<file path="src/rtl/core/deq_pkg.sv">
`timescale 1ns / 1ps
// ----------------------------------------------------------------------------
// deq_pkg
// Shared types and constants for the double-ended queue with delete by value.
// ----------------------------------------------------------------------------
package deq_pkg;

    // default sizing
    localparam int DEF_CAPACITY  = 16;
    localparam int DEF_WORD_BITS = 32;

    // fixed field widths on the request and result channels
    localparam int KIND_BITS   = 3;
    localparam int VALUE_BITS  = 32;
    localparam int STATUS_BITS = 2;
    localparam int COUNT_BITS  = 5;

    // request kinds
    localparam logic [KIND_BITS-1:0] KIND_PUSH_BACK  = 3'd0;
    localparam logic [KIND_BITS-1:0] KIND_POP_BACK   = 3'd1;
    localparam logic [KIND_BITS-1:0] KIND_PUSH_FRONT = 3'd2;
    localparam logic [KIND_BITS-1:0] KIND_POP_FRONT  = 3'd3;
    localparam logic [KIND_BITS-1:0] KIND_DELETE     = 3'd4;

    // result status codes
    typedef enum logic [STATUS_BITS-1:0] {
        ST_OK      = 2'd0,
        ST_EMPTY   = 2'd1,
        ST_FULL    = 2'd2,
        ST_NOMATCH = 2'd3
    } t_status;

    // read address select
    typedef enum logic [1:0] {
        RD_BACK  = 2'd0,
        RD_FRONT = 2'd1,
        RD_NEXT  = 2'd2,
        RD_NEXT2 = 2'd3
    } t_rd_sel;

    // write address select
    typedef enum logic [1:0] {
        WR_BACK  = 2'd0,
        WR_FRONT = 2'd1,
        WR_SHIFT = 2'd2
    } t_wr_sel;

    // controller to datapath commands
    typedef struct packed {
        logic    req_load;
        logic    rd_en;
        t_rd_sel rd_sel;
        logic    wr_en;
        t_wr_sel wr_sel;
        logic    idx_clr;
        logic    idx_inc;
        logic    occ_inc;
        logic    occ_dec;
        logic    front_inc;
        logic    front_dec;
        logic    res_load;
        logic    res_pop;
        t_status res_status;
    } t_cmd;

    // datapath to controller status
    typedef struct packed {
        logic [KIND_BITS-1:0] kind;
        logic                 full;
        logic                 empty;
        logic                 match;
        logic                 has_next;
        logic                 has_next2;
        logic                 res_free;
    } t_sts;

endpackage

</file>
<file path="src/rtl/core/deq_req_if.sv">
`timescale 1ns / 1ps
// ----------------------------------------------------------------------------
// deq_req_if
// Request channel: kind and value with a valid/ready handshake.
// ----------------------------------------------------------------------------
interface deq_req_if;
    import deq_pkg::*;

    logic                         valid;
    logic                         ready;
    logic [KIND_BITS-1:0]         kind;
    logic signed [VALUE_BITS-1:0] value;

    modport source (output valid, output kind, output value, input ready);
    modport sink   (input valid, input kind, input value, output ready);

endinterface

</file>
<file path="src/rtl/core/deq_res_if.sv">
`timescale 1ns / 1ps
// ----------------------------------------------------------------------------
// deq_res_if
// Result channel: popped word, status and entry count with valid/ready.
// ----------------------------------------------------------------------------
interface deq_res_if;
    import deq_pkg::*;

    logic                         valid;
    logic                         ready;
    logic signed [VALUE_BITS-1:0] popped_value;
    logic [STATUS_BITS-1:0]       status;
    logic [COUNT_BITS-1:0]        entry_count;

    modport source (output valid, output popped_value, output status,
                    output entry_count, input ready);
    modport sink   (input valid, input popped_value, input status,
                    input entry_count, output ready);

endinterface

</file>
<file path="src/rtl/core/deque_with_delete_by_value_unit.sv">
`timescale 1ns / 1ps
// push: the request is latched, then the result is loaded in the execute state
// pop: the store is read in the execute state, the result loaded in the pop-wait state
// delete: one entry compared or moved per cycle through the single read port of the store
// one request in flight; the next is taken when the result register is empty
//   or drains in that cycle, and only once the last request is back in idle
// reset (synchronous, active low) empties the queue; the store is not cleared
// ----------------------------------------------------------------------------
// deque_with_delete_by_value_unit
// Bounded double-ended queue of signed words with delete by value.
// ----------------------------------------------------------------------------
module deque_with_delete_by_value_unit #(
    parameter int CAPACITY  = deq_pkg::DEF_CAPACITY,
    parameter int WORD_BITS = deq_pkg::DEF_WORD_BITS
) (
    input  logic      i_clk,
    input  logic      i_rst_n,
    deq_req_if.sink   i_req,
    deq_res_if.source o_res
);
    import deq_pkg::*;

    t_cmd cmd;
    t_sts sts;

    // sequencer
    deq_ctrl u_ctrl (
        .i_clk       (i_clk),
        .i_rst_n     (i_rst_n),
        .i_req_valid (i_req.valid),
        .o_req_ready (i_req.ready),
        .i_sts       (sts),
        .o_cmd       (cmd)
    );

    // store and pointers
    deq_dpath #(
        .CAPACITY  (CAPACITY),
        .WORD_BITS (WORD_BITS)
    ) u_dpath (
        .i_clk              (i_clk),
        .i_rst_n            (i_rst_n),
        .i_cmd              (cmd),
        .o_sts              (sts),
        .i_req_kind         (i_req.kind),
        .i_req_value        (i_req.value),
        .i_res_ready        (o_res.ready),
        .o_res_valid        (o_res.valid),
        .o_res_popped_value (o_res.popped_value),
        .o_res_status       (o_res.status),
        .o_res_entry_count  (o_res.entry_count)
    );

endmodule

</file>
<file path="src/rtl/core/deq_dpath.sv">
`timescale 1ns / 1ps
// ----------------------------------------------------------------------------
// deq_dpath
// Ring store, front/occupancy pointers, scan index and result register.
// ----------------------------------------------------------------------------
module deq_dpath #(
    parameter int CAPACITY  = deq_pkg::DEF_CAPACITY,
    parameter int WORD_BITS = deq_pkg::DEF_WORD_BITS
) (
    input  logic                                  i_clk,
    input  logic                                  i_rst_n,
    input  deq_pkg::t_cmd                         i_cmd,
    output deq_pkg::t_sts                         o_sts,
    input  logic [deq_pkg::KIND_BITS-1:0]         i_req_kind,
    input  logic signed [deq_pkg::VALUE_BITS-1:0] i_req_value,
    input  logic                                  i_res_ready,
    output logic                                  o_res_valid,
    output logic signed [deq_pkg::VALUE_BITS-1:0] o_res_popped_value,
    output logic [deq_pkg::STATUS_BITS-1:0]       o_res_status,
    output logic [deq_pkg::COUNT_BITS-1:0]        o_res_entry_count
);
    import deq_pkg::*;

    localparam int AW = (CAPACITY > 1) ? $clog2(CAPACITY) : 1;
    localparam int CW = $clog2(CAPACITY + 1);

    // ring store
    logic signed [WORD_BITS-1:0] r_mem [CAPACITY];
    logic signed [WORD_BITS-1:0] r_rd_data;

    // request and pointer state
    logic [KIND_BITS-1:0]        r_kind;
    logic signed [WORD_BITS-1:0] r_word;
    logic [AW-1:0]               r_front, n_front;
    logic [CW-1:0]               r_occ, n_occ;
    logic [AW-1:0]               r_idx, n_idx;

    // result register
    logic                        r_out_valid;
    logic signed [VALUE_BITS-1:0] r_popped;
    logic [STATUS_BITS-1:0]      r_status;
    logic [COUNT_BITS-1:0]       r_count;

    logic [AW-1:0]               front_prev;
    logic [AW-1:0]               front_next;
    logic [CW:0]                 rd_off;
    logic [CW:0]                 wr_off;
    logic [AW-1:0]               rd_addr;
    logic [AW-1:0]               wr_addr;
    logic signed [WORD_BITS-1:0] wr_data;
    logic [CW:0]                 idx_p1;
    logic [CW:0]                 idx_p2;

    // ring position of an offset from the front
    function automatic logic [AW-1:0] slot_of(input logic [AW-1:0] front,
                                              input logic [CW:0] off);
        logic [CW+1:0] sum;
        sum = (CW+2)'(front) + (CW+2)'(off);
        if (sum >= (CW+2)'(CAPACITY)) begin
            sum = sum - (CW+2)'(CAPACITY);
        end
        return AW'(sum);
    endfunction

    // front neighbors with wrap
    assign front_prev = (r_front == '0) ? AW'(CAPACITY - 1) : r_front - 1'b1;
    assign front_next = (r_front == AW'(CAPACITY - 1)) ? '0 : r_front + 1'b1;

    assign idx_p1 = (CW+1)'(r_idx) + (CW+1)'(1);
    assign idx_p2 = (CW+1)'(r_idx) + (CW+1)'(2);

    // read address
    always_comb begin
        case (i_cmd.rd_sel)
            RD_BACK:  rd_off = (CW+1)'(r_occ) - (CW+1)'(1);
            RD_FRONT: rd_off = '0;
            RD_NEXT:  rd_off = idx_p1;
            RD_NEXT2: rd_off = idx_p2;
            default:  rd_off = '0;
        endcase
    end
    assign rd_addr = slot_of(r_front, rd_off);

    // write address and data
    always_comb begin
        wr_off  = (CW+1)'(r_occ);
        wr_data = r_word;
        case (i_cmd.wr_sel)
            WR_BACK: begin
                wr_off = (CW+1)'(r_occ);
            end
            WR_SHIFT: begin
                wr_off  = (CW+1)'(r_idx);
                wr_data = r_rd_data;
            end
            default: begin
                wr_off = '0;
            end
        endcase
    end
    assign wr_addr = (i_cmd.wr_sel == WR_FRONT) ? front_prev : slot_of(r_front, wr_off);

    // store access, registered read
    always_ff @(posedge i_clk) begin
        if (i_cmd.wr_en) begin
            r_mem[wr_addr] <= wr_data;
        end
        if (i_cmd.rd_en) begin
            r_rd_data <= r_mem[rd_addr];
        end
    end

    // next pointer values
    always_comb begin
        n_occ = r_occ;
        if (i_cmd.occ_inc) begin
            n_occ = r_occ + 1'b1;
        end else if (i_cmd.occ_dec) begin
            n_occ = r_occ - 1'b1;
        end
        n_front = r_front;
        if (i_cmd.front_inc) begin
            n_front = front_next;
        end else if (i_cmd.front_dec) begin
            n_front = front_prev;
        end
        n_idx = r_idx;
        if (i_cmd.idx_clr) begin
            n_idx = '0;
        end else if (i_cmd.idx_inc) begin
            n_idx = r_idx + 1'b1;
        end
    end

    // control registers
    always_ff @(posedge i_clk) begin
        if (!i_rst_n) begin
            r_front     <= '0;
            r_occ       <= '0;
            r_out_valid <= 1'b0;
        end else begin
            r_front <= n_front;
            r_occ   <= n_occ;
            if (i_cmd.res_load) begin
                r_out_valid <= 1'b1;
            end else if (i_res_ready) begin
                r_out_valid <= 1'b0;
            end
        end
    end

    // request latch, scan index and result payload
    always_ff @(posedge i_clk) begin
        r_idx <= n_idx;
        if (i_cmd.req_load) begin
            r_kind <= i_req_kind;
            r_word <= WORD_BITS'(i_req_value);
        end
        if (i_cmd.res_load) begin
            r_popped <= i_cmd.res_pop ? VALUE_BITS'(r_rd_data) : '0;
            r_status <= i_cmd.res_status;
            r_count  <= COUNT_BITS'(n_occ);
        end
    end

    // status to the controller
    assign o_sts.kind      = r_kind;
    assign o_sts.full      = (r_occ == CW'(CAPACITY));
    assign o_sts.empty     = (r_occ == '0);
    assign o_sts.match     = (r_rd_data == r_word);
    assign o_sts.has_next  = (idx_p1 < (CW+1)'(r_occ));
    assign o_sts.has_next2 = (idx_p2 < (CW+1)'(r_occ));
    assign o_sts.res_free  = !r_out_valid || i_res_ready;

    assign o_res_valid        = r_out_valid;
    assign o_res_popped_value = r_popped;
    assign o_res_status       = r_status;
    assign o_res_entry_count  = r_count;

endmodule

</file>
<file path="src/rtl/core/deq_ctrl.sv">
`timescale 1ns / 1ps
// ----------------------------------------------------------------------------
// deq_ctrl
// Sequencer for push, pop and delete-with-compaction requests.
// ----------------------------------------------------------------------------
module deq_ctrl (
    input  logic          i_clk,
    input  logic          i_rst_n,
    input  logic          i_req_valid,
    output logic          o_req_ready,
    input  deq_pkg::t_sts i_sts,
    output deq_pkg::t_cmd o_cmd
);
    import deq_pkg::*;

    typedef enum logic [4:0] {
        S_IDLE = 5'b00001,
        S_EXEC = 5'b00010,
        S_POPW = 5'b00100,
        S_SCAN = 5'b01000,
        S_MOVE = 5'b10000
    } t_state;

    t_state r_state, n_state;
    logic   req_acc;

    // take a request only when idle and the result slot frees up
    assign o_req_ready = (r_state == S_IDLE) && i_sts.res_free;
    assign req_acc     = i_req_valid && o_req_ready;

    always_ff @(posedge i_clk) begin
        if (!i_rst_n) begin
            r_state <= S_IDLE;
        end else begin
            r_state <= n_state;
        end
    end

    // next state and commands
    always_comb begin
        n_state = r_state;
        o_cmd   = '0;
        o_cmd.req_load = req_acc;
        case (r_state)
            S_IDLE: begin
                if (req_acc) begin
                    n_state = S_EXEC;
                end
            end
            S_EXEC: begin
                n_state = S_IDLE;
                case (i_sts.kind)
                    KIND_PUSH_BACK, KIND_PUSH_FRONT: begin
                        o_cmd.res_load = 1'b1;
                        if (i_sts.full) begin
                            o_cmd.res_status = ST_FULL;
                        end else begin
                            o_cmd.wr_en      = 1'b1;
                            o_cmd.occ_inc    = 1'b1;
                            o_cmd.res_status = ST_OK;
                            if (i_sts.kind == KIND_PUSH_FRONT) begin
                                o_cmd.wr_sel    = WR_FRONT;
                                o_cmd.front_dec = 1'b1;
                            end else begin
                                o_cmd.wr_sel = WR_BACK;
                            end
                        end
                    end
                    KIND_POP_BACK, KIND_POP_FRONT: begin
                        if (i_sts.empty) begin
                            o_cmd.res_load   = 1'b1;
                            o_cmd.res_status = ST_EMPTY;
                        end else begin
                            o_cmd.rd_en  = 1'b1;
                            o_cmd.rd_sel = (i_sts.kind == KIND_POP_FRONT) ? RD_FRONT
                                                                           : RD_BACK;
                            n_state      = S_POPW;
                        end
                    end
                    KIND_DELETE: begin
                        if (i_sts.empty) begin
                            o_cmd.res_load   = 1'b1;
                            o_cmd.res_status = ST_NOMATCH;
                        end else begin
                            o_cmd.idx_clr = 1'b1;
                            o_cmd.rd_en   = 1'b1;
                            o_cmd.rd_sel  = RD_FRONT;
                            n_state       = S_SCAN;
                        end
                    end
                    default: begin
                        // unused kind codes leave the queue alone
                        o_cmd.res_load   = 1'b1;
                        o_cmd.res_status = ST_OK;
                    end
                endcase
            end
            S_POPW: begin
                // read data is back, retire the pop
                o_cmd.res_load   = 1'b1;
                o_cmd.res_pop    = 1'b1;
                o_cmd.res_status = ST_OK;
                o_cmd.occ_dec    = 1'b1;
                o_cmd.front_inc  = (i_sts.kind == KIND_POP_FRONT);
                n_state          = S_IDLE;
            end
            S_SCAN: begin
                // compare one entry a cycle from the front
                if (i_sts.match) begin
                    if (i_sts.has_next) begin
                        o_cmd.rd_en  = 1'b1;
                        o_cmd.rd_sel = RD_NEXT;
                        n_state      = S_MOVE;
                    end else begin
                        o_cmd.occ_dec    = 1'b1;
                        o_cmd.res_load   = 1'b1;
                        o_cmd.res_status = ST_OK;
                        n_state          = S_IDLE;
                    end
                end else if (i_sts.has_next) begin
                    o_cmd.rd_en   = 1'b1;
                    o_cmd.rd_sel  = RD_NEXT;
                    o_cmd.idx_inc = 1'b1;
                end else begin
                    o_cmd.res_load   = 1'b1;
                    o_cmd.res_status = ST_NOMATCH;
                    n_state          = S_IDLE;
                end
            end
            S_MOVE: begin
                // shift the following entry down by one to close the gap
                o_cmd.wr_en   = 1'b1;
                o_cmd.wr_sel  = WR_SHIFT;
                o_cmd.idx_inc = 1'b1;
                if (i_sts.has_next2) begin
                    o_cmd.rd_en  = 1'b1;
                    o_cmd.rd_sel = RD_NEXT2;
                end else begin
                    o_cmd.occ_dec    = 1'b1;
                    o_cmd.res_load   = 1'b1;
                    o_cmd.res_status = ST_OK;
                    n_state          = S_IDLE;
                end
            end
            default: begin
                n_state = S_IDLE;
            end
        endcase
    end

endmodule

</file>
<file path="src/flat_wrapper.sv">
// flat-port wrapper written by rule: the top's interface ports become plain ports
module deque_with_delete_by_value_unit_flat import deq_pkg::*;
#(
    parameter int CAPACITY  = deq_pkg::DEF_CAPACITY,
    parameter int WORD_BITS = deq_pkg::DEF_WORD_BITS
)
  (i_clk, i_rst_n, i_req_valid, i_req_kind, i_req_value, i_req_ready, o_res_valid, o_res_popped_value, o_res_status, o_res_entry_count, o_res_ready);
  deq_req_if i_req_i ();
  deq_res_if o_res_i ();
  input  logic i_clk;
  input  logic i_rst_n;
  input wire logic [$bits(i_req_i.valid)-1:0] i_req_valid;
  input wire logic [$bits(i_req_i.kind)-1:0] i_req_kind;
  input wire logic [$bits(i_req_i.value)-1:0] i_req_value;
  output wire logic [$bits(i_req_i.ready)-1:0] i_req_ready;
  output wire logic [$bits(o_res_i.valid)-1:0] o_res_valid;
  output wire logic [$bits(o_res_i.popped_value)-1:0] o_res_popped_value;
  output wire logic [$bits(o_res_i.status)-1:0] o_res_status;
  output wire logic [$bits(o_res_i.entry_count)-1:0] o_res_entry_count;
  input wire logic [$bits(o_res_i.ready)-1:0] o_res_ready;
  assign i_req_i.valid = i_req_valid;
  assign i_req_i.kind = i_req_kind;
  assign i_req_i.value = i_req_value;
  assign i_req_ready = i_req_i.ready;
  assign o_res_valid = o_res_i.valid;
  assign o_res_popped_value = o_res_i.popped_value;
  assign o_res_status = o_res_i.status;
  assign o_res_entry_count = o_res_i.entry_count;
  assign o_res_i.ready = o_res_ready;
  deque_with_delete_by_value_unit #(.CAPACITY(CAPACITY), .WORD_BITS(WORD_BITS)) u_core (.i_clk(i_clk), .i_rst_n(i_rst_n), .i_req(i_req_i), .o_res(o_res_i));
endmodule
</file>
<file path="config.mk">
export PLATFORM = sky130hd
export DESIGN_NAME = deque_with_delete_by_value_unit_flat
export DESIGN_NICKNAME = d
export VERILOG_FILES = /design/src/rtl/core/deq_pkg.sv /design/src/rtl/core/deq_req_if.sv /design/src/rtl/core/deq_res_if.sv /design/src/rtl/core/deque_with_delete_by_value_unit.sv /design/src/rtl/core/deq_dpath.sv /design/src/rtl/core/deq_ctrl.sv /design/src/flat_wrapper.sv
export SDC_FILE = /design/constraint.sdc
export NUM_CORES = 1
export LEC_CHECK = 0
export BUFFER_PORTS_ARGS = -buffer_cell sky130_fd_sc_hd__buf_4
export CAP_MARGIN = 20
export CELL_PAD_IN_SITES_DETAIL_PLACEMENT = 0
export CELL_PAD_IN_SITES_GLOBAL_PLACEMENT = 1
export CORE_MARGIN = 4
export CORE_UTILIZATION = 30
export CTS_BUF_LIST = sky130_fd_sc_hd__clkbuf_4 sky130_fd_sc_hd__clkbuf_8
export DETAILED_ROUTE_END_ITERATION = 10
export PLACE_DENSITY_LB_ADDON = 0.1
export SYNTH_ARGS = -nofsm -noshare
export SYNTH_HDL_FRONTEND = slang
export SYNTH_SLANG_ARGS = --single-unit
</file>
<file path="constraint.sdc">
create_clock -name i_clk -period 5.8 [get_ports i_clk]
set_input_delay 1.16 -clock i_clk [delete_from_list [all_inputs] [get_ports i_clk]]
set_output_delay 1.16 -clock i_clk [all_outputs]
set_load 0.05 [all_outputs]
</file>
==> results of run 1 <==
## cell type report
class | count | area share (%)
flip-flops and latches | 637 | 62.6
clock inverters | 59 | 1.40
repair buffers | 134 | 3.69
inverters | 18 | 0.223
diodes | 2 | 0.0165
multi-input cells | 636 | 21.7
well taps | 1134 | 4.69
clock buffers | 141 | 5.75
## where the power goes
| group | leakage [nW] | internal [W] | switching, W |
|---|---|---|---|
| Combinational | 3.28 | 0.000268 | 0.000474 |
| Clock | 1.14 | 0.00216 | 0.00191 |
| Sequential | 5.76 | 0.00520 | 0.0000401 |
## flip-flops by register name, summed over array words and instances (netlist names)
register,cells
u_core.u_dpath.r_mem,512
u_core.u_dpath.o_res_popped_value,32
u_core.u_dpath.r_rd_data,32
u_core.u_dpath.r_word,32
u_core.u_ctrl.r_state,5
u_core.u_dpath.o_res_entry_count,5
u_core.u_dpath.r_occ,5
u_core.u_dpath.r_front,4
u_core.u_dpath.r_idx,4
u_core.u_dpath.r_kind,3
u_core.u_dpath.o_res_status,2
u_core.u_dpath.o_res_valid,1
## layout by cell type, fill, tap and decap left out, drive strengths merged, types with 5 or more instances in the layout
master	n
xor2	38
and2	36
inv	23
nand2	128
buf	134
edfxtp	618
nand3	9
nor4	10
a21oi	22
a21o	8
mux4	128
mux2i	104
xnor2	11
ha	22
nand2b	5
and3	5
o21ai	15
clkbuf	141
nor3	7
dfxtp	19
a31oi	9
nor2	32
clkinv	47
## stage by stage
stage	hold WS (ns)	utilization [%]	cells	cell area (um^2)	worst slack [ns]
2_1_floorplan	0.478	-	1348	25600	1.19
3_3_place_gp	0.522	33.3	2556	28100	0.742
3_5_place_dp	0.533	33.3	2558	28100	0.660
4_1_cts	0.531	35.9	2758	30200	0.677
5_1_grt	0.542	35.9	2760	30300	0.374
6_report	0.542	35.9	2761	30300	0.663
## final timing paths
check	startpoint	to	slack, ns	cells past startpoint
worst max-delay path	u_core.u_dpath.r_idx[0]	u_core.u_dpath.r_rd_data[4]	0.66	14
worst max register to register	u_core.u_dpath.r_idx[0]	u_core.u_dpath.r_rd_data[4]	0.66	14
worst min-delay path	u_core.u_dpath.o_res_valid	u_core.u_dpath.o_res_valid	0.54	2
worst min register to register	u_core.u_dpath.o_res_valid	u_core.u_dpath.o_res_valid	0.54	2
## layer usage
metal / part of all wire [%] / up-vias / routed length (um)
met5: 0 / - / 0
met1: 47 / 7000 / 34000
met2: 46 / 322 / 33000
met4: 2.3 / 0 / 1640
met3: 4.5 / 98 / 3270
li1: - / 5769 / -
## worst max-delay path, delay by kind of cell, from the launching register on
family | cells | cell delay, ns
fa+ha+maj | 3 | 1.79
compound gates | 5 | 1.21
mux | 3 | 0.62
flops | 1 | 0.49
buf+inv | 2 | 0.49
xor+xnor | 1 | 0.24
## kinds of logic (layout without fill, tap and decap cells)
logic type / count (synthesis) / in the layout / synth area share (%)
flops: 637 / 637 / 73.9
simple gates: 256 / 256 / 4.74
mux: 232 / 232 / 15.3
compound gates: 75 / 75 / 1.90
buf+inv: 75 / 352 / 1.21
xor+xnor: 49 / 49 / 1.75
fa+ha+maj: 24 / 24 / 1.23
other cells: 0 / 2 / 0
==> flow_summary.json, run 1 <==
{
  "cp_max_fo": 28,
  "syn-num-nets": 1411,
  "crit_type": "reg -> reg",
  "clk_latency_ns": 0.73,
  "grt_max_degree": 39,
  "grtUsageMet1_pct": 23.0,
  "seq_area_um2": 18900,
  "grt_pass1_wl_mm": 104,
  "required_ns": 6.23,
  "die_area_um2": 90200,
  "globalRouteOverflowTotal": 0,
  "netlist_area_um2": 25600,
  "finalSetupViolCount": 0,
  "ys_seq_elements": 637,
  "start_kind": "flop",
  "synth_commonest_cells": "edfxtp_1, mux4_2, nand2_1, mux2i_1, clkbuf_1",
  "seq_area_frac_synth_pct": 73.9,
  "cts_resized": 0,
  "worst_ir_drop_vdd_uv": 184,
  "root_buffer": "clkbuf_8",
  "p_leak_nw": 10.2,
  "dr.pass1.iters": 5,
  "synth_cell_type_count": 54,
  "wire_per_inst_um": 26.1,
  "setup-tns-final_ns": 0,
  "core_area_um2": 84200,
  "p_total_w": 0.0100,
  "fin_nets": 1599,
  "start_util_pct": 30.4,
  "ant_nets": 0,
  "grt_pass1_vias": 14171,
  "finalClockSkew_ns": 0.0476,
  "multi_input_area_um2": 6560,
  "synth_edf_count": 618,
  "crit_slowest_cell": "fa_4",
  "fillers": 7956,
  "post_cts_buffers": 0,
  "critical_path_arrival_ns": 5.57,
  "portBuffers": 79,
  "crit_path_end_kind": "flop",
  "synth_area_leaders": "edfxtp_1, mux4_2, mux2i_1, nand2_1, dfxtp_1",
  "p_per_area_nw_per_um2": 332,
  "numClockSinks": 637,
  "synth-async-reset-ratio_pct": 0,
  "grtUsageMet2_pct": 25.0,
  "cts_tree": "done",
  "cts.htree.levels": 3,
  "worstMarginPinSlew_ns": 1.16,
  "post-synth-top-count-cell": "edfxtp_1",
  "vias_per_cell": 4.78,
  "clk_pin_slew_ns": 0.06,
  "hold_buffers": 0,
  "cpPeakStageDelay_ns": 1.24,
  "syn_avg_cell_area_um2": 19.0,
  "period_needed_ns": 5.14,
  "io_pins": 80,
  "drv_slew": 0,
  "yosysTopAreaCellShare_pct": 72.4,
  "area_growth_pct": 18.0,
  "clockBufferDepth": 3,
  "outcome": "complete, no violations",
  "grt.busiest_layer": "met2",
  "ys_warn_count": 0,
  "rsz0062_at_grt": "no",
  "cp_cell_sequence": "ha_1 -> xor2_1 -> ha_1 -> a21o_1 -> a31oi_1 -> o21a_1 -> a21oi_1 -> o22ai_1 -> inv_1 -> fa_4 -> buf_4 -> mux4_2 -> mux2i_1 -> mux2i_1",
  "layout-drive-gt1-share_pct": 28.4,
  "ys.flop_type": "edfxtp_1",
  "rows": 106,
  "drc_errors": 0,
  "place.detailed.hpwl_mm": 40.3,
  "routed_wl_mm": 72.0,
  "met3_usage_pct": 3.26,
  "vias": 13189,
  "min_period_over_period_pct": 88.6,
  "die_width_um": 300,
  "gp_congestion": 0.761,
  "finalHoldViolCount": 0,
  "fmax_mhz": 195,
  "antenna_found_initial": 4,
  "relSlewSlack_pct": 22.2,
  "fp.dieH_um": 300,
  "numCtsBuffers": 109,
  "grt_usage_pct": 16.1,
  "maxCapViolCount": 0,
  "drt-initial-drc-count": 927,
  "min_path_type": "reg -> reg",
  "yosysTopAreaCell": "edfxtp_1",
  "syn_inst": 1348
}
No activity file was read; power rests on OpenSTA's default activity.
==> inputs of run 2 (changes only) <==
--- a/config.mk
+++ b/config.mk
@@ -7,13 +7,10 @@
 export LEC_CHECK = 0
 export BUFFER_PORTS_ARGS = -buffer_cell sky130_fd_sc_hd__buf_4
 export CAP_MARGIN = 20
-export CELL_PAD_IN_SITES_DETAIL_PLACEMENT = 0
-export CELL_PAD_IN_SITES_GLOBAL_PLACEMENT = 1
 export CORE_MARGIN = 4
 export CORE_UTILIZATION = 30
 export CTS_BUF_LIST = sky130_fd_sc_hd__clkbuf_4 sky130_fd_sc_hd__clkbuf_8
 export DETAILED_ROUTE_END_ITERATION = 10
-export PLACE_DENSITY_LB_ADDON = 0.1
 export SYNTH_ARGS = -nofsm -noshare
 export SYNTH_HDL_FRONTEND = slang
 export SYNTH_SLANG_ARGS = --single-unit
==> run 2 against run 1 <==
Against the previous run: hold slack lost 0.0037 ns; die area is the same; global-route usage shrank 2.1 points; largest power group unchanged.
==> flow_summary.json, run 2 (synthesis gave the netlist of run 1 again) <==
{
  "seq_area_um2": 18900,
  "area_growth_pct": 16.4,
  "gp_congestion": 0.800,
  "finalClockSkew_ns": 0.0360,
  "drv_slew": 0,
  "start_util_pct": 30.4,
  "fp.dieH_um": 300,
  "cp_cell_sequence": "ha_1 -> xor2_1 -> ha_1 -> a21o_1 -> a31oi_1 -> o21a_1 -> a21oi_1 -> o21ai_0 -> ha_4 -> inv_1 -> fa_4 -> buf_12 -> mux4_2 -> mux2i_1 -> mux2i_1",
  "min_path_type": "reg -> reg",
  "crit_type": "reg -> reg",
  "critical_path_arrival_ns": 5.45,
  "place.detailed.hpwl_mm": 34.9,
  "multi_input_area_um2": 6560,
  "layout_commonest_cell": "edfxtp_1",
  "pre_cts_ws_ns": 0.779,
  "cts.htree.levels": 3,
  "place_area_um2": 28000,
  "p_leak_nw": 9.91,
  "crit_slowest_cell": "fa_4",
  "p_sw_w": 0.00225,
  "numClockSinks": 637,
  "numCtsBuffers": 97,
  "antenna_found_initial": 5,
  "rsz0062_at_grt": "no",
  "pwr-share-seq_pct": 54.8,
  "clk_latency_ns": 0.70,
  "worstMarginPinSlew_ns": 1.03,
  "fillers": 7805,
  "largest_register_ffs": 512,
  "vias": 13185,
  "cp_top_family": "adder cells",
  "cp_max_fo": 58,
  "vias_per_cell": 4.86,
  "root_buffer": "clkbuf_8",
  "fin_ws_ns": 0.756,
  "finalHoldViolCount": 0,
  "hold_buffers": 0,
  "final_cell_mix": "edfxtp_1, nand2_1, mux4_2",
  "clk_pin_slew_ns": 0.06,
  "p_sw_share_pct": 23.5,
  "routed_wl_mm": 63.6,
  "top_register": "u_core.u_dpath.r_mem",
  "start_kind": "flop",
  "drt-initial-drc-count": 1390,
  "period_needed_ns": 5.04,
  "worst_ir_drop_vdd_uv": 165,
  "grt_max_degree": 65,
  "cts_tree": "done",
  "cts_resized": 0,
  "finalSetupViolCount": 0,
  "io_pins": 80,
  "crit_path_end_kind": "flop",
  "cpPeakStageDelay_ns": 1.12,
  "post_cts_buffers": 0,
  "p_per_area_nw_per_um2": 320,
  "grt_pass1_vias": 13565,
  "drc_errors": 0,
  "fmax_mhz": 198,
  "outcome": "complete, no violations",
  "clockBufferDepth": 3,
  "cp.buffers_inverters": 2,
  "p_comb_share_pct": 7.4,
  "die_width_um": 300,
  "ant_nets": 0,
  "layout-drive-gt1-share_pct": 26.4,
  "globalRouteOverflowTotal": 0,
  "p_total_w": 0.00955,
  "setup-tns-final_ns": 0,
  "core_area_um2": 84200,
  "rows": 106,
  "grt_usage_pct": 13.9,
  "die_area_um2": 90200,
  "fin_nets": 1569,
  "internal_power_w": 0.00730,
  "pwr-share-clk_pct": 37.7,
  "wire_per_inst_um": 23.4,
  "stdcell_area_um2": 29800,
  "min_period_over_period_pct": 87.0,
  "fin_util_pct": 35.4,
  "portBuffers": 79,
  "grt_pass1_wl_mm": 92.6,
  "maxCapViolCount": 0,
  "required_ns": 6.21,
  "relSlewSlack_pct": 31.0,
  "dr.pass1.iters": 5
}
==> run 2: stage by stage <==
step,cells,hold WS (ns)
global placement,2540,0.520
floorplan,1348,0.478
detailed placement,2541,0.533
global route,2713,0.572
CTS,2712,0.543
finish,2713,0.538
==> run 2: layout make-up <==
cell class / instances / area share [%]
diodes: 1 / 0.00839
clock buffers: 125 / 5.22
flip-flops and latches: 637 / 63.5
well taps: 1134 / 4.76
inverters: 18 / 0.226
repair buffers: 116 / 3.37
multi-input cells: 636 / 22.0
clock inverters: 46 / 0.969
==> run 2: final timing paths <==
kind	from	to	slack (ns)	cells past startpoint
setup / recovery	u_core.u_dpath.r_idx[0]	u_core.u_dpath.r_rd_data[16]	0.76	15
hold / removal	u_core.u_dpath.o_res_valid	u_core.u_dpath.o_res_valid	0.54	2
setup reg to reg	u_core.u_dpath.r_idx[0]	u_core.u_dpath.r_rd_data[16]	0.76	15
hold reg to reg	u_core.u_dpath.o_res_valid	u_core.u_dpath.o_res_valid	0.54	2
==> run 2: power groups by stage <==
stage / clock network [W] / logic, W / registers, W
floorplan: 0 / 0.000452 / 0.00534
finish: 0.00360 / 0.000711 / 0.00524
detailed placement: 0 / 0.000719 / 0.00533
CTS: 0.00368 / 0.000721 / 0.00524
global placement: 0 / 0.000702 / 0.00533
global route: 0.00391 / 0.000768 / 0.00524
==> run 2: routing by layer <==
metal | up-vias | track usage, % | share of wire [%] | wire length, um
met1 | 6942 | 20.2 | 46 | 29200
met4 | 0 | 3.09 | 1.7 | 1070
met2 | 474 | 21.4 | 45 | 28900
met3 | 82 | 3.40 | 7.1 | 4510
met5 | - | 0 | 0 | 0
li1 | 5687 | - | - | -
==> run 2: worst min-delay path, delay by kind of cell, from the launching register on <==
kind / cells / cell delay, ns
DFF: 1 / 0.31
and+or+nand+nor: 1 / 0.10
AOI/OAI and AO/OA: 1 / 0.07
==> inputs of run 3 (changes only) <==
--- a/config.mk
+++ b/config.mk
@@ -8,9 +8,10 @@
 export BUFFER_PORTS_ARGS = -buffer_cell sky130_fd_sc_hd__buf_4
 export CAP_MARGIN = 20
 export CORE_MARGIN = 4
-export CORE_UTILIZATION = 30
+export CORE_UTILIZATION = 41
 export CTS_BUF_LIST = sky130_fd_sc_hd__clkbuf_4 sky130_fd_sc_hd__clkbuf_8
 export DETAILED_ROUTE_END_ITERATION = 10
+export SLEW_MARGIN = 20
 export SYNTH_ARGS = -nofsm -noshare
 export SYNTH_HDL_FRONTEND = slang
 export SYNTH_SLANG_ARGS = --single-unit
==> run 3 against run 2 <==
Against the previous run: via count down 1.0%; clock power up 5.8%; die area down 26%; sequential cell count unchanged; clock skew down 0.0063 ns; final cell count down 10%; setup slack better by 0.032 ns; clock-buffer cell count up 23; utilization up 13 points.
==> flow_summary.json, run 3 (synthesis gave the netlist of run 1 again) <==
{
  "routed_wl_mm": 61.8,
  "drc_errors": 0,
  "worst_ir_drop_vdd_uv": 172,
  "min_period_over_period_pct": 86.4,
  "cts_tree": "done",
  "cp_max_fo": 25,
  "setup-tns-final_ns": 0,
  "crit_path_end_kind": "flop",
  "pwr-share-clk_pct": 39.0,
  "p_sw_share_pct": 23.1,
  "clk_pin_slew_ns": 0.06,
  "hold_buffers": 0,
  "cpPeakStageDelay_ns": 1.06,
  "layout_commonest_cell": "edfxtp_1",
  "die_area_um2": 66600,
  "rsz0062_at_grt": "no",
  "crit_type": "reg -> reg",
  "post_cts_buffers": 0,
  "place.detailed.hpwl_mm": 33.2,
  "finalSetupViolCount": 0,
  "numCtsBuffers": 103,
  "finalHoldViolCount": 0,
  "numClockSinks": 637,
  "place_inst": 2242,
  "critPathLaunch": "u_core.u_dpath.r_idx[0]",
  "p_per_area_nw_per_um2": 329,
  "crit-reg2reg-launch": "u_core.u_dpath.r_idx[0]",
  "globalRouteOverflowTotal": 0,
  "drt-initial-drc-count": 1209,
  "p_sw_w": 0.00225,
  "place_area_um2": 27600,
  "reg2reg_slack_ns": 0.79,
  "core_area_um2": 61800,
  "vias_per_cell": 5.37,
  "fin_util_pct": 48.0,
  "largest_register_ffs": 512,
  "io_pins": 80,
  "final_cell_mix": "edfxtp_1, nand2_1, mux4_2",
  "cts_resized": 0,
  "ant_nets": 0,
  "fmax_mhz": 200,
  "grt_pass1_vias": 13631,
  "grt_max_degree": 49,
  "p_leak_nw": 10.0,
  "grt_usage_pct": 18.5,
  "crit_slowest_cell": "fa_4",
  "internal_power_w": 0.00751,
  "crit_path_end": "u_core.u_dpath.r_rd_data[14]",
  "outcome": "complete, no violations",
  "pwr-share-seq_pct": 53.7,
  "clockBufferDepth": 3,
  "dr.pass1.iters": 5,
  "p_total_w": 0.00976,
  "vias": 13052,
  "r2r_end": "u_core.u_dpath.r_rd_data[14]",
  "finalClockSkew_ns": 0.0297,
  "start_kind": "flop",
  "worst_r2r_path_depth": 14,
  "p_comb_share_pct": 7.3,
  "drv_slew": 0,
  "clk_latency_ns": 0.70,
  "rows": 91,
  "cp_cell_sequence": "ha_1 -> xor2_1 -> ha_1 -> a21o_1 -> a31oi_1 -> o21a_1 -> a21oi_1 -> o22ai_1 -> inv_1 -> fa_4 -> buf_4 -> mux4_2 -> mux2i_1 -> mux2i_1",
  "layout.cells.non_filler": 2429,
  "antenna_found_initial": 2,
  "relSlewSlack_pct": 30.3,
  "grt_pass1_wl_mm": 90.6,
  "top_register": "u_core.u_dpath.r_mem",
  "maxCapViolCount": 0,
  "fp.dieH_um": 258,
  "layout-drive-gt1-share_pct": 27.7,
  "required_ns": 6.21,
  "wire_per_inst_um": 25.4,
  "critical_path_arrival_ns": 5.43,
  "cts.htree.levels": 3,
  "worstMarginPinSlew_ns": 1.04,
  "root_buffer": "clkbuf_8",
  "min_path_type": "reg -> reg",
  "period_needed_ns": 5.01,
  "portBuffers": 79,
  "area_growth_pct": 15.7,
  "stdcell_area_um2": 29600,
  "start_util_pct": 41.5,
  "fin_nets": 1573,
  "gp_congestion": 0.842,
  "die_width_um": 258
}
==> run 3: changes by cell type in the layout (fill, tap and decap cells not counted), moves of 3 or more <==
| cell | before | now |
|---|---|---|
| clkinv_2 | 8 | 11 |
| clkbuf_8 | 99 | 104 |
| clkinv_1 | 29 | 18 |
| buf_4 | 104 | 101 |
| clkbuf_4 | 26 | 44 |
==> run 3: power by group through the flow <==
stage	sequential (W)	combinational [W]	clock, W
3_5_place_dp	0.00533	0.000721	0
6_report	0.00524	0.000713	0.00381
2_1_floorplan	0.00534	0.000452	0
5_1_grt	0.00524	0.000772	0.00413
3_3_place_gp	0.00533	0.000705	0
4_1_cts	0.00524	0.000723	0.00390
==> run 3: worst min path at each step <==
stage / slack [ns] / from / endpoint / depth (start not counted)
2_1_floorplan: 0.48 / u_core.u_dpath.r_occ[3] / u_core.u_dpath.r_occ[3] / 2
3_3_place_gp: 0.51 / u_core.u_dpath.o_res_valid / u_core.u_dpath.o_res_valid / 2
3_5_place_dp: 0.54 / u_core.u_dpath.r_idx[2] / u_core.u_dpath.r_idx[2] / 1
4_1_cts: 0.55 / u_core.u_dpath.o_res_valid / u_core.u_dpath.o_res_valid / 2
5_1_grt: 0.58 / u_core.u_dpath.o_res_valid / u_core.u_dpath.o_res_valid / 2
6_report: 0.54 / u_core.u_dpath.r_occ[4] / u_core.u_dpath.r_occ[4] / 2
==> run 3: final cells by class <==
cell class	count	area, um^2
fill	5139	32200
sequential	637	18900
multi-input combinational	636	6560
clock buffer	148	1760
tap	837	1050
timing repair buffer	114	1020
clock inverter	37	256
inverter	18	67.6
antenna	2	5.00
==> run 3: metal layers <==
layer  track usage (%)  vias to the layer above  wire length [um]
li1                  -                     5695                 -
met1              25.6                     6835             26800
met2              30.5                      425             30200
met3              3.56                       97              3470
met4              5.03                        0              1370
met5                 0                        -                 0
==> run 3: through the flow <==
step	worst slack (ns)	hold WS (ns)
final	0.787	0.544
after global routing	0.513	0.578
after CTS	0.819	0.552
after detailed placement	0.816	0.541
after global placement	0.939	0.513
after floorplan	1.19	0.478
==> run 3: worst max-delay path: cells and delay by family, from the launching register on <==
kind | cells | cell delay [ns]
XOR/XNOR | 1 | 0.27
multiplexers | 3 | 0.59
flip-flops | 1 | 0.50
buffers and inverters | 2 | 0.53
adder cells (fa/ha/maj) | 3 | 1.62
AO/OA/AOI/OAI | 5 | 1.21
